--- src/sv/fsd_pkg.sv ---
// ----------------------------------------------------------------------------
// fsd_pkg
// shared types and constants of the false sharing detector
// ----------------------------------------------------------------------------
`default_nettype none
package fsd_pkg;
	localparam int TABLE_ENTRIES = 1024;
	localparam int THREADS       = 32;
	localparam int ADDRESS_BITS  = 48;
	localparam int WORD_MASK_W   = 16;
	localparam int TID_W         = 5;
	localparam int CNT_W         = 11;
	localparam int ENTRY_W       = $clog2(TABLE_ENTRIES);
	localparam int TAG_W         = ADDRESS_BITS - 6;
	localparam int ROW_W         = THREADS * WORD_MASK_W;
	localparam int LANE_W        = $clog2(ROW_W);

	localparam logic REQ_REF    = 1'b0;
	localparam logic REQ_REPORT = 1'b1;

	typedef logic [TAG_W-1:0] tag_t;
	typedef logic [ROW_W-1:0] row_t;

	// one tag cell as seen by its neighbor
	typedef struct packed {
		logic valid;
		tag_t tag;
	} link_t;

	// two or more masks nonzero and no word bit shared by two masks
	function automatic logic row_false_shared(input row_t row);
		logic [WORD_MASK_W-1:0] one_v;
		logic [WORD_MASK_W-1:0] two_v;
		logic                   u_one;
		logic                   u_two;
		logic [WORD_MASK_W-1:0] m;
		one_v = '0;
		two_v = '0;
		u_one = 1'b0;
		u_two = 1'b0;
		for (int t = 0; t < THREADS; t++) begin
			m     = row[t*WORD_MASK_W +: WORD_MASK_W];
			two_v = two_v | (one_v & m);
			one_v = one_v | m;
			u_two = u_two | (u_one & (|m));
			u_one = u_one | (|m);
		end
		return u_two & ~(|two_v);
	endfunction
endpackage
`default_nettype wire

--- src/sv/fsd_tag_cell.sv ---
// ----------------------------------------------------------------------------
// fsd_tag_cell
// one block tag of the tag chain, compares against the broadcast key
// ----------------------------------------------------------------------------
`default_nettype none
module fsd_tag_cell import fsd_pkg::*; (
	input  wire logic  clk,
	input  wire logic  arst_n,
	input  wire logic  shift,
	input  wire link_t prev,
	input  wire tag_t  key,
	output link_t      cur,
	output logic       hit
);
	logic valid_q;
	tag_t tag_q;

	always_ff @(posedge clk or negedge arst_n) begin
		if (!arst_n) begin
			valid_q <= 1'b0;
		end else if (shift) begin
			valid_q <= prev.valid;
		end
	end

	always_ff @(posedge clk) begin
		if (shift) begin
			tag_q <= prev.tag;
		end
	end

	assign cur.valid = valid_q;
	assign cur.tag   = tag_q;
	assign hit       = valid_q && (tag_q == key);
endmodule
`default_nettype wire

--- config.mk ---
export PLATFORM = sky130hd
export DESIGN_NAME = fsd_tag_cell
export DESIGN_NICKNAME = d
export VERILOG_FILES = /design/src/sv/fsd_pkg.sv /design/src/sv/fsd_tag_cell.sv
export SDC_FILE = /design/constraint.sdc
export NUM_CORES = 1
export LEC_CHECK = 0
export ABC_AREA = 1
export BUFFER_PORTS_ARGS = -buffer_cell sky130_fd_sc_hd__buf_4
export CAP_MARGIN = 20
export CORE_AREA = 2 2 73 75
export CTS_CLUSTER_DIAMETER = 120
export DETAILED_ROUTE_END_ITERATION = 6
export DIE_AREA = 0 0 75 77
export GPL_ROUTABILITY_DRIVEN = 0
export GPL_TIMING_DRIVEN = 0
export PLACE_DENSITY_LB_ADDON = 0.25
export SKIP_LAST_GASP = 1
export SLEW_MARGIN = 15
export SYNTH_ARGS = -nofsm -noshare
export SYNTH_HDL_FRONTEND = slang
export SYNTH_SLANG_ARGS = --single-unit
--- constraint.sdc ---
create_clock -name clk -period 3.16 [get_ports clk]
set_input_delay 0.79 -clock clk [delete_from_list [all_inputs] [get_ports clk]]
set_output_delay 0.79 -clock clk [all_outputs]
set_load 0.03 [all_outputs]
**Word-level counts from Yosys, hierarchy flattened**

Index checks and enable logic that the tools add are counted.

- Bits in registers: 43
- Input bits: 88
- Output and inout port bits: 44
- Word-level logic and storage cells: 4

- Equality and inequality tests: 1
- Reduce and logical (&&, ||, !) cells: 1

Operators by type and width:

| cell | count |
|---|---|
| == test 42 bit | 1 |
| logical AND 1 bit | 1 |

**Depth between registers and ports, before layout**

Gate-level depths: netlist of the first run.

- Depth in word-level cells: 2
- Mapped depth: 10
- Mapped depth without buffers: 10

**Worst setup path before layout of the first run**

Ideal clock, no wire load.

- Kind: in2out
- From: input port key[28]
- To: output port hit
- Data arrival time: 1.530 ns
- Required time: 2.370 ns
- Slack: 0.840 ns
- Stages on the path: 7
- Buffers on the path: 0
- Cells stage by stage: xnor2_1 -> nand2_1 -> nor2_1 -> nand2_1 -> nor2_1 -> nand2_1 -> nor2_2

- Cells in the longest elaborated chain, start to end: 2

RTL lines:

| element | RTL line | RTL |
|---|---|---|
| from (decl) | fsd_tag_cell.sv:11 | `input wire tag_t key,` |
| == test 42 bit | fsd_tag_cell.sv:34 | `assign hit = valid_q && (tag_q == key);` |
| logical AND 1 bit | fsd_tag_cell.sv:34 |  |
| to (decl) | fsd_tag_cell.sv:13 | `output logic hit` |

Every way passes these cells.

**Worst setup path in the final report of the first run**

- From: input port key[21]
- To: output port hit

The elaborated chain is that of the path after synthesis.

==> reports/results.txt, run 1 <==
VDD IR max = 0.3463 mV
unrepaired setup endpoints after global routing = no
Crit path depth = 11
WP data arrival = 1720 ps
Finished Layout Cells = 463
LEAKAGE = 1.847 nW
net switching power = 418.2 uW
clock root buffer master = clkbuf_8
Place WS = 623.6 ps
area delta synth->final = 55.78%
required time of the critical path = 2370 ps
R2R setup slack = 2490 ps
area share of the largest cell type after synthesis = 58.27%
Post-Syn Area per Cell = 8.522 um^2
outcome = finished, final reports clean
Row Count = 26
Hold Crit Class = in2async
period utilization = 79.47%
Post-DP HPWL = 4165 um
final net count = 480
TNS Setup = 0 ps
die width = 75 um
critical path's slowest cell = buf_4
Most common cell on crit path = nand2_1
Final Setup Violations = 0
post-DR wirelength/cell = 11.30 um
Synthesis Warnings = 0
detailed-route via count = 1941
GRT Total Usage = 18.38%
share of cells above drive strength 1 = 35.88%
Crit Path Max Fanout = 2
Tmin final = 2511 ps
drt initial violations = 63
Core Area = 4977 um^2
DRT antenna net count = 0
pin count of the biggest net entering global routing = 45
first-pass GRT wire length = 7935 um
Net Sw Frac = 26.55%
Comb pwr share = 22.4%
Port Buffer Count = 131
Worst Setup End Kind = output pin
WP buf/inv = 3
total CTS buffers = 5
Starting Density = 43.49%
Placed Cells = 455
r2r endpoint = valid_q
PwrDens = 467.2 nW/um^2
clock network power share = 32.6%
worst slew pin tran = 581.7 ps
CTS Hold Bufs = 0
CTS tree = built
leading cell type in the layout, fill and taps excluded = buf_4
ANT cells = 0
dominant cells by area after synthesis = edfxtp_1, nand2_1, inv_1, xor2_1, xnor2_1
Fmax = 0.3982 GHz
synth unique cells = 13
Worst Skew = 0 ps
CP startpoint = key[21]
IO Count = 132
Slew HR = 61.22%
max capacitance violation total = 0
vias per inst = 4.192
postcts setup bufs = 0
clock sink count = 43
Pwr Total = 1.575 mW
largest area contributor in the netlist = edfxtp_1
Netlist Area Pre-Place = 2165 um^2
R2R Path Start = valid_q
final hold vios = 0
initial antenna violation count = 0
CP Launch Type = primary input
syn_nets = 342
Worst Setup EP = hit
die height = 77 um
latest clock arrival within the worst-skew pair = 300 ps
GRT overflow = 0
cell family with most CP delay = simple AND/OR/NAND/NOR gates
CP peak stage delay = 160 ps
vias in the first global route = 1885
crit-path cells = buf_4 > nand2_1 > nand2_1 > inv_1 > nand2_1 > nor2_1 > nand2_1 > nor2_1 > nand2_1 > nor2_2 > buf_4
most frequent cells in the layout = buf_4, nand2_1, inv_1
CTS H-tree lvls = 2
final WL = 5230 um
Syn Inst Count = 254
R2R cell count = 2
DRC = 0
DR pass1 iterations = 4
CP Class = in2out
register area share after synthesis = 59.42%
CTS max path bufs = 2
hold_ws = 247.8 ps
Cell Int Power = 1.157 mW
sequential share of power = 45.0%
die area = 5775 um^2
CTS clk-pin slew, worst paths = 80 ps
Setup WS post-layout = 648.9 ps
synthesized flop and latch total = 43
cts repair resizes = 0
Final Max Slew Viols = 0
## how the worst min path moves through the flow
stage	endpoint	slack [ps]	startpoint
detailed placement	valid_q	550	valid_q
floorplan	valid_q	490	arst_n
CTS	valid_q	240	arst_n
finish	valid_q	250	arst_n
global placement	valid_q	560	valid_q
global route	valid_q	240	arst_n
## layout make-up
class / instances / area [um^2]
buffer: 1 / 7.507
clock inverter: 3 / 67.56
fill: 442 / 1605
multi-input combinational: 133 / 581.8
clock buffer: 5 / 68.82
tap: 70 / 87.58
sequential: 43 / 1286
timing repair buffer: 131 / 983.4
inverter: 77 / 289.0
## layer usage
metal	wire length [um]	track usage, %	vias to the layer above
li1	-	-	1013
met1	1786	16.81	844
met2	2903	35.44	75
met3	464	6.965	9
met4	76	5.714	0
met5	0	0	-
## Yosys cell counts
cell type and count:
edfxtp_1 42, nand3_1 2, nand4_1 3, nor2_2 1, o21ai_0 1, inv_1 77
nor2_1 12, buf_4 1, nor3_1 3, dfrtp_1 1, xnor2_1 6, xor2_1 7
nand2_1 98
## kinds of logic after synthesis
group	after synthesis	synth area share, %
AO/OA/AOI/OAI	1	0.2310
buffers and inverters	78	13.70
AND/OR/NAND/NOR	119	21.39
XOR/XNOR	13	5.260
flip-flops	43	59.42
## flip-flops by register name (all words and copies together) (netlist names)
| name | flops |
|---|---|
| tag_q | 42 |
| valid_q | 1 |
## power groups by stage
stage               combinational [mW]  sequential (mW)  clock (mW)
floorplan                       0.0868            0.806           0
global placement                 0.349            0.719           0
detailed placement               0.355            0.722           0
CTS                              0.357            0.710       0.525
global route                     0.383            0.716       0.543
finish                           0.353            0.709       0.514
## metrics by stage
stage | instance area, um^2 | utilization (%)
6_report | 3372 | 67.75
5_1_grt | 3372 | 67.75
3_5_place_dp | 3236 | 65.01
2_1_floorplan | 2165 | -
3_3_place_gp | 3236 | 65.01
4_1_cts | 3372 | 67.75
No activity file was read; power rests on OpenSTA's default activity.
==> run 2: changes to the inputs <==
--- a/config.mk
+++ b/config.mk
@@ -8,10 +8,10 @@
 export ABC_AREA = 1
 export BUFFER_PORTS_ARGS = -buffer_cell sky130_fd_sc_hd__buf_4
 export CAP_MARGIN = 20
-export CORE_AREA = 2 2 73 75
+export CORE_AREA = 2 2 78 80
 export CTS_CLUSTER_DIAMETER = 120
 export DETAILED_ROUTE_END_ITERATION = 6
-export DIE_AREA = 0 0 75 77
+export DIE_AREA = 0 0 80 82
 export GPL_ROUTABILITY_DRIVEN = 0
 export GPL_TIMING_DRIVEN = 0
 export PLACE_DENSITY_LB_ADDON = 0.25
==> constraint.sdc (replaced) <==
create_clock -name clk -period 2.2 [get_ports clk]
set_input_delay 0.55 -clock clk [delete_from_list [all_inputs] [get_ports clk]]
set_output_delay 0.55 -clock clk [all_outputs]
set_load 0.03 [all_outputs]
==> run 2 against run 1 <==
Clock skew unchanged. First-iteration DRC count down 37%. Sequential power grew 44%. Clock power shrank 6.8%. Utilization down 8.8 points. Cell count grew 2.4%.
==> reports/results.txt, run 2 (synthesis results as in run 1) <==
LEAKAGE = 1.854 nW
GRT overflow = 0
drt initial violations = 40
biggest regs = tag_q (42), valid_q (1)
DRC = 0
R2R cell count = 2
DR pass1 iterations = 4
period utilization = 94.29%
Slew HR = 63.39%
Crit Path Max Fanout = 3
IO Count = 132
Worst Skew = 0 ps
clock sink count = 43
Final Max Slew Viols = 0
hold path endpoint = tag_q[24]
CTS tree = built
CTS max path bufs = 2
ANT cells = 0
Row Count = 28
Worst Setup End Kind = output pin
crit-path cells = nand2_1 > nand2_1 > inv_1 > nand2_1 > nor2_1 > nand2_1 > nor2_2 > nand2_2 > nor2_2 > buf_6
met3 routed wirelength = 576 um
Final Setup Violations = 0
WP buf/inv = 2
WP data arrival = 1520 ps
r2r endpoint = valid_q
share of cells above drive strength 1 = 37.09%
die width = 80 um
most frequent cells in the layout = buf_4, nand2_1, inv_1
worst slew pin tran = 549.2 ps
total CTS buffers = 5
max capacitance violation total = 0
final WL = 5134 um
worst hold start = prev[24]
Hold Crit Class = in2reg
CP Launch Type = flop
vias in the first global route = 1877
area delta synth->final = 56.36%
vias per inst = 4.084
detailed-route via count = 1936
R2R setup slack = 1540 ps
CTS H-tree lvls = 2
PwrDens = 595.3 nW/um^2
clock root buffer master = clkbuf_8
Starting Density = 37.67%
initial antenna violation count = 0
unrepaired setup endpoints after global routing = yes
outcome = finished, final reports clean
GRT Total Usage = 15.08%
Tmin final = 2074 ps
met2 WL = 2639 um
Post-DP HPWL = 4075 um
die height = 82 um
first-pass GRT wire length = 7541 um
leading cell type in the layout, fill and taps excluded = buf_4
Core Area = 5746 um^2
post-DR wirelength/cell = 10.83 um
die area = 6560 um^2
Routed met1 length = 1862 um
Placed Cells = 460
cell family with most CP delay = simple AND/OR/NAND/NOR gates
Top reg by flops = tag_q
Pwr Total = 2.015 mW
final hold vios = 0
pin count of the biggest net entering global routing = 45
Most common cell on crit path = nand2_1
CTS clk-pin slew, worst paths = 80 ps
Finished Layout Cells = 474
DRT antenna net count = 0
required time of the critical path = 1650 ps
hold-critical path depth = 1
CP Class = reg2out
final net count = 486
CP peak stage delay = 410 ps
Fmax = 0.4821 GHz
max reg flops = 42
Port Buffer Count = 131
critical path's slowest cell = edfxtp_1
DR top layer = met4
latest clock arrival within the worst-skew pair = 290 ps
VDD IR max = 0.3730 mV
R2R Path Start = valid_q
run 2: changes by cell type in the layout (fill, tap and decap cells not counted), sizes merged:
cell	previous run	this run
buf	132	137
bufinv	2	0
clkbuf	5	7
clkinv	0	1
clkinvlp	1	0
dlygate4sd3	0	1
run 2: worst max path at each step:
stage                   start   to  slack (ps)  cells past startpoint
global placement      key[28]  hit          90                      9
detailed placement    key[28]  hit          80                      9
finish              tag_q[35]  hit         130                     10
floorplan           tag_q[10]  hit         330                      9
CTS                  tag_q[0]  hit           4                     10
global route        tag_q[24]  hit         -30                     11
run 2: timing repair:
| item | in CTS | in global routing |
|---|---|---|
| hold endpoints to repair | 0 | 1 |
| gates resized for setup | 0 | 5 |
| buffers inserted | 0 | 5 |
| hold buffers | 0 | 1 |
| endpoints found under the setup margin | 0 | 1 |
run 2: power by group:
part           leakage (nW)  internal (mW)  switching (mW)
Sequential            0.423          0.974          0.0453
Combinational          1.39          0.245           0.271
Clock                0.0422          0.223           0.256
Total                  1.85           1.44           0.573
run 2: cell type report:
| cell class | instances | area (um^2) |
|---|---|---|
| Sequential cell | 43 | 1286 |
| Tap cell | 75 | 93.84 |
| Fill cell | 542 | 2361 |
| Clock inverter | 1 | 5.005 |
| Multi-Input combinational cell | 133 | 591.8 |
| Clock buffer | 7 | 76.32 |
| Inverter | 77 | 289.0 |
| Timing Repair Buffer | 137 | 1035 |
| Buffer | 1 | 7.507 |
run 2: metal layers:
metal	GRT usage (%)	vias up
met3	6.923	6
met1	14.95	823
met2	27.83	79
met4	5.085	0
met5	0	-
li1	-	1028
run 2: metrics by stage:
step | worst slack [ps] | util [%] | setup TNS [ps] | hold WS, ps | instance area, um^2
finish | 125.6 | 58.91 | 0 | 431.3 | 3385
CTS | 4.460 | 57.84 | 0 | 7.158 | 3323
global route | -28.85 | 58.91 | -28.85 | 411.2 | 3385
detailed placement | 84.30 | 56.42 | 0 | 327.4 | 3242
global placement | 89.66 | 56.42 | 0 | 326.2 | 3242
floorplan | 325.0 | - | 0 | 254.4 | 2165
==> run 3: changes to the inputs <==
--- a/config.mk
+++ b/config.mk
@@ -8,10 +8,10 @@
 export ABC_AREA = 1
 export BUFFER_PORTS_ARGS = -buffer_cell sky130_fd_sc_hd__buf_4
 export CAP_MARGIN = 20
-export CORE_AREA = 2 2 78 80
+export CORE_AREA = 4 4 58 113
 export CTS_CLUSTER_DIAMETER = 120
 export DETAILED_ROUTE_END_ITERATION = 6
-export DIE_AREA = 0 0 80 82
+export DIE_AREA = 0 0 62 117
 export GPL_ROUTABILITY_DRIVEN = 0
 export GPL_TIMING_DRIVEN = 0
 export PLACE_DENSITY_LB_ADDON = 0.25
==> constraint.sdc (replaced) <==
create_clock -name clk -period 1.9 [get_ports clk]
set_input_delay 0.475 -clock clk [delete_from_list [all_inputs] [get_ports clk]]
set_output_delay 0.475 -clock clk [all_outputs]
set_load 0.03 [all_outputs]
==> run 3 against run 2 <==
The flow now finishes with violations (negative setup slack). Register-to-register slack lost 300 ps. Clock power up 67%. Worst hold slack got worse by 63 ps. Critical path type unchanged.
==> reports/results.txt, run 3 (synthesis results as in run 1) <==
Post-DP HPWL = 4400 um
CTS clk-pin slew, worst paths = 60 ps
net switching power = 681.0 uW
leading cell type in the layout, fill and taps excluded = buf_4
clock network power share = 31.1%
Pwr Total = 2.574 mW
die height = 117 um
die area = 7254 um^2
unrepaired setup endpoints after global routing = yes
final WL = 5273 um
Setup WS post-layout = -75.42 ps
Comb pwr share = 23.0%
DR pass1 iterations = 4
total CTS buffers = 5
Tmin final = 1975 ps
ANT cells = 0
Slew HR = 63.50%
pin count of the biggest net entering global routing = 45
Final Max Slew Viols = 0
share of cells above drive strength 1 = 36.11%
TNS Setup = -75.42 ps
post-DR wirelength/cell = 11.54 um
clock sink count = 43
Worst Setup End Kind = output pin
DRC = 0
detailed-route via count = 1912
die width = 62 um
worst slew pin tran = 547.6 ps
WP data arrival = 1500 ps
Final Setup Violations = 1
Top reg by flops = tag_q
Fillers = 520
drt initial violations = 44
biggest regs = tag_q (42), valid_q (1)
Starting Density = 37.91%
period utilization = 104.0%
DRT antenna net count = 0
Row Count = 39
latest clock arrival within the worst-skew pair = 280 ps
Cell Int Power = 1.893 mW
CP Launch Type = flop
CTS H-tree lvls = 2
GRT overflow = 0
R2R cell count = 2
Net Sw Frac = 26.46%
outcome = finished, violations left
max capacitance violation total = 0
hold-critical path depth = 1
Hold Crit Class = in2reg
CTS max path bufs = 2
CP Class = reg2out
sequential share of power = 45.9%
IO Count = 132
Port Buffer Count = 131
Crit Path Max Fanout = 3
vias per inst = 4.184
PwrDens = 757.4 nW/um^2
Worst Skew = 0 ps
Fmax = 0.5062 GHz
final net count = 483
max reg flops = 42
failing checks = negative setup slack
R2R setup slack = 1240 ps
first-pass GRT wire length = 7797 um
initial antenna violation count = 0
vias in the first global route = 1875
GRT Total Usage = 14.85%
VDD IR max = 0.7557 mV
final hold vios = 0
area delta synth->final = 56.99%
CTS tree = built
required time of the critical path = 1420 ps
most frequent cells in the layout = buf_4, nand2_1, inv_1
LEAKAGE = 1.866 nW
Core Area = 5709 um^2
clock root buffer master = clkbuf_16
-- run 3: cell count changes in the layout (fill, tap and decap cells not counted), sizes merged --
| cell | delta |
|---|---|
| buf | -3 |
-- run 3: power groups by stage --
| stage | registers, mW | logic, mW | clock network (mW) |
|---|---|---|---|
| 6_report | 1.18 | 0.591 | 0.802 |
| 5_1_grt | 1.19 | 0.649 | 0.885 |
| 4_1_cts | 1.18 | 0.597 | 0.834 |
| 3_5_place_dp | 1.20 | 0.591 | 0 |
| 3_3_place_gp | 1.20 | 0.583 | 0 |
| 2_1_floorplan | 1.34 | 0.144 | 0 |
-- run 3: final cells by class --
cell class              instances  area, um^2  area share, %
well taps                      61       76.32          2.246
clock inverters                 1       5.005         0.1473
repair buffers                134        1012          29.79
flip-flops and latches         43        1286          37.85
multi-input cells             133       589.3          17.34
clock buffers                   7       132.6          3.903
inverters                      77       289.0          8.505
plain buffers                   1       7.507         0.2209
-- run 3: worst max-delay path, stage by stage, from the launching register on --
cell and delay, ps:
edfxtp_1 410, nand2_1 100, nand2_1 50, inv_1 50, nand2_1 50, nor2_1 70, nand2_1 70, nor2_2 120
nand2_1 70, nor2_2 90, buf_6 140
-- run 3: through the flow --
| step | util [%] | area, um^2 | hold WS, ps | instances | worst slack, ps |
|---|---|---|---|---|---|
| final | 59.52 | 3398 | 368.1 | 457 | -75.42 |
| after global routing | 59.52 | 3398 | 352.8 | 457 | -292.2 |
| after CTS | 59.26 | 3383 | 358.5 | 455 | -128.3 |
| after detailed placement | 56.48 | 3224 | 254.4 | 446 | -22.45 |
| after global placement | 56.48 | 3224 | 251.5 | 446 | -29.07 |
| after floorplan | - | 2165 | 179.4 | 254 | 100.0 |
-- run 3: final timing paths --
| check | start | endpoint |
|---|---|---|
| max | tag_q[32] | hit |
| min | prev[15] | tag_q[15] |
| max reg2reg | valid_q | valid_q |
| min reg2reg | valid_q | valid_q |
| max in group asynchronous | arst_n | valid_q |
| min in group asynchronous | arst_n | valid_q |
-- run 3: metal layers --
| metal | vias to the layer above | part of all wire (%) | global-route usage, % |
|---|---|---|---|
| li1 | 1020 | - | - |
| met1 | 808 | 29 | 12.89 |
| met3 | 7 | 10 | 5.379 |
| met5 | - | 0 | 0 |
| met4 | 0 | 1.9 | 6.374 |
| met2 | 77 | 59 | 28.19 |
-- run 3: timing repair --
action / 4_1_cts / 5_1_grt
hold endpoints to repair: 1 / 0
setup endpoints to repair: 1 / 1
setup buffers: 0 / 2
pin swaps: 1 / 0
resized for setup: 3 / 0
hold buffers: 1 / 0
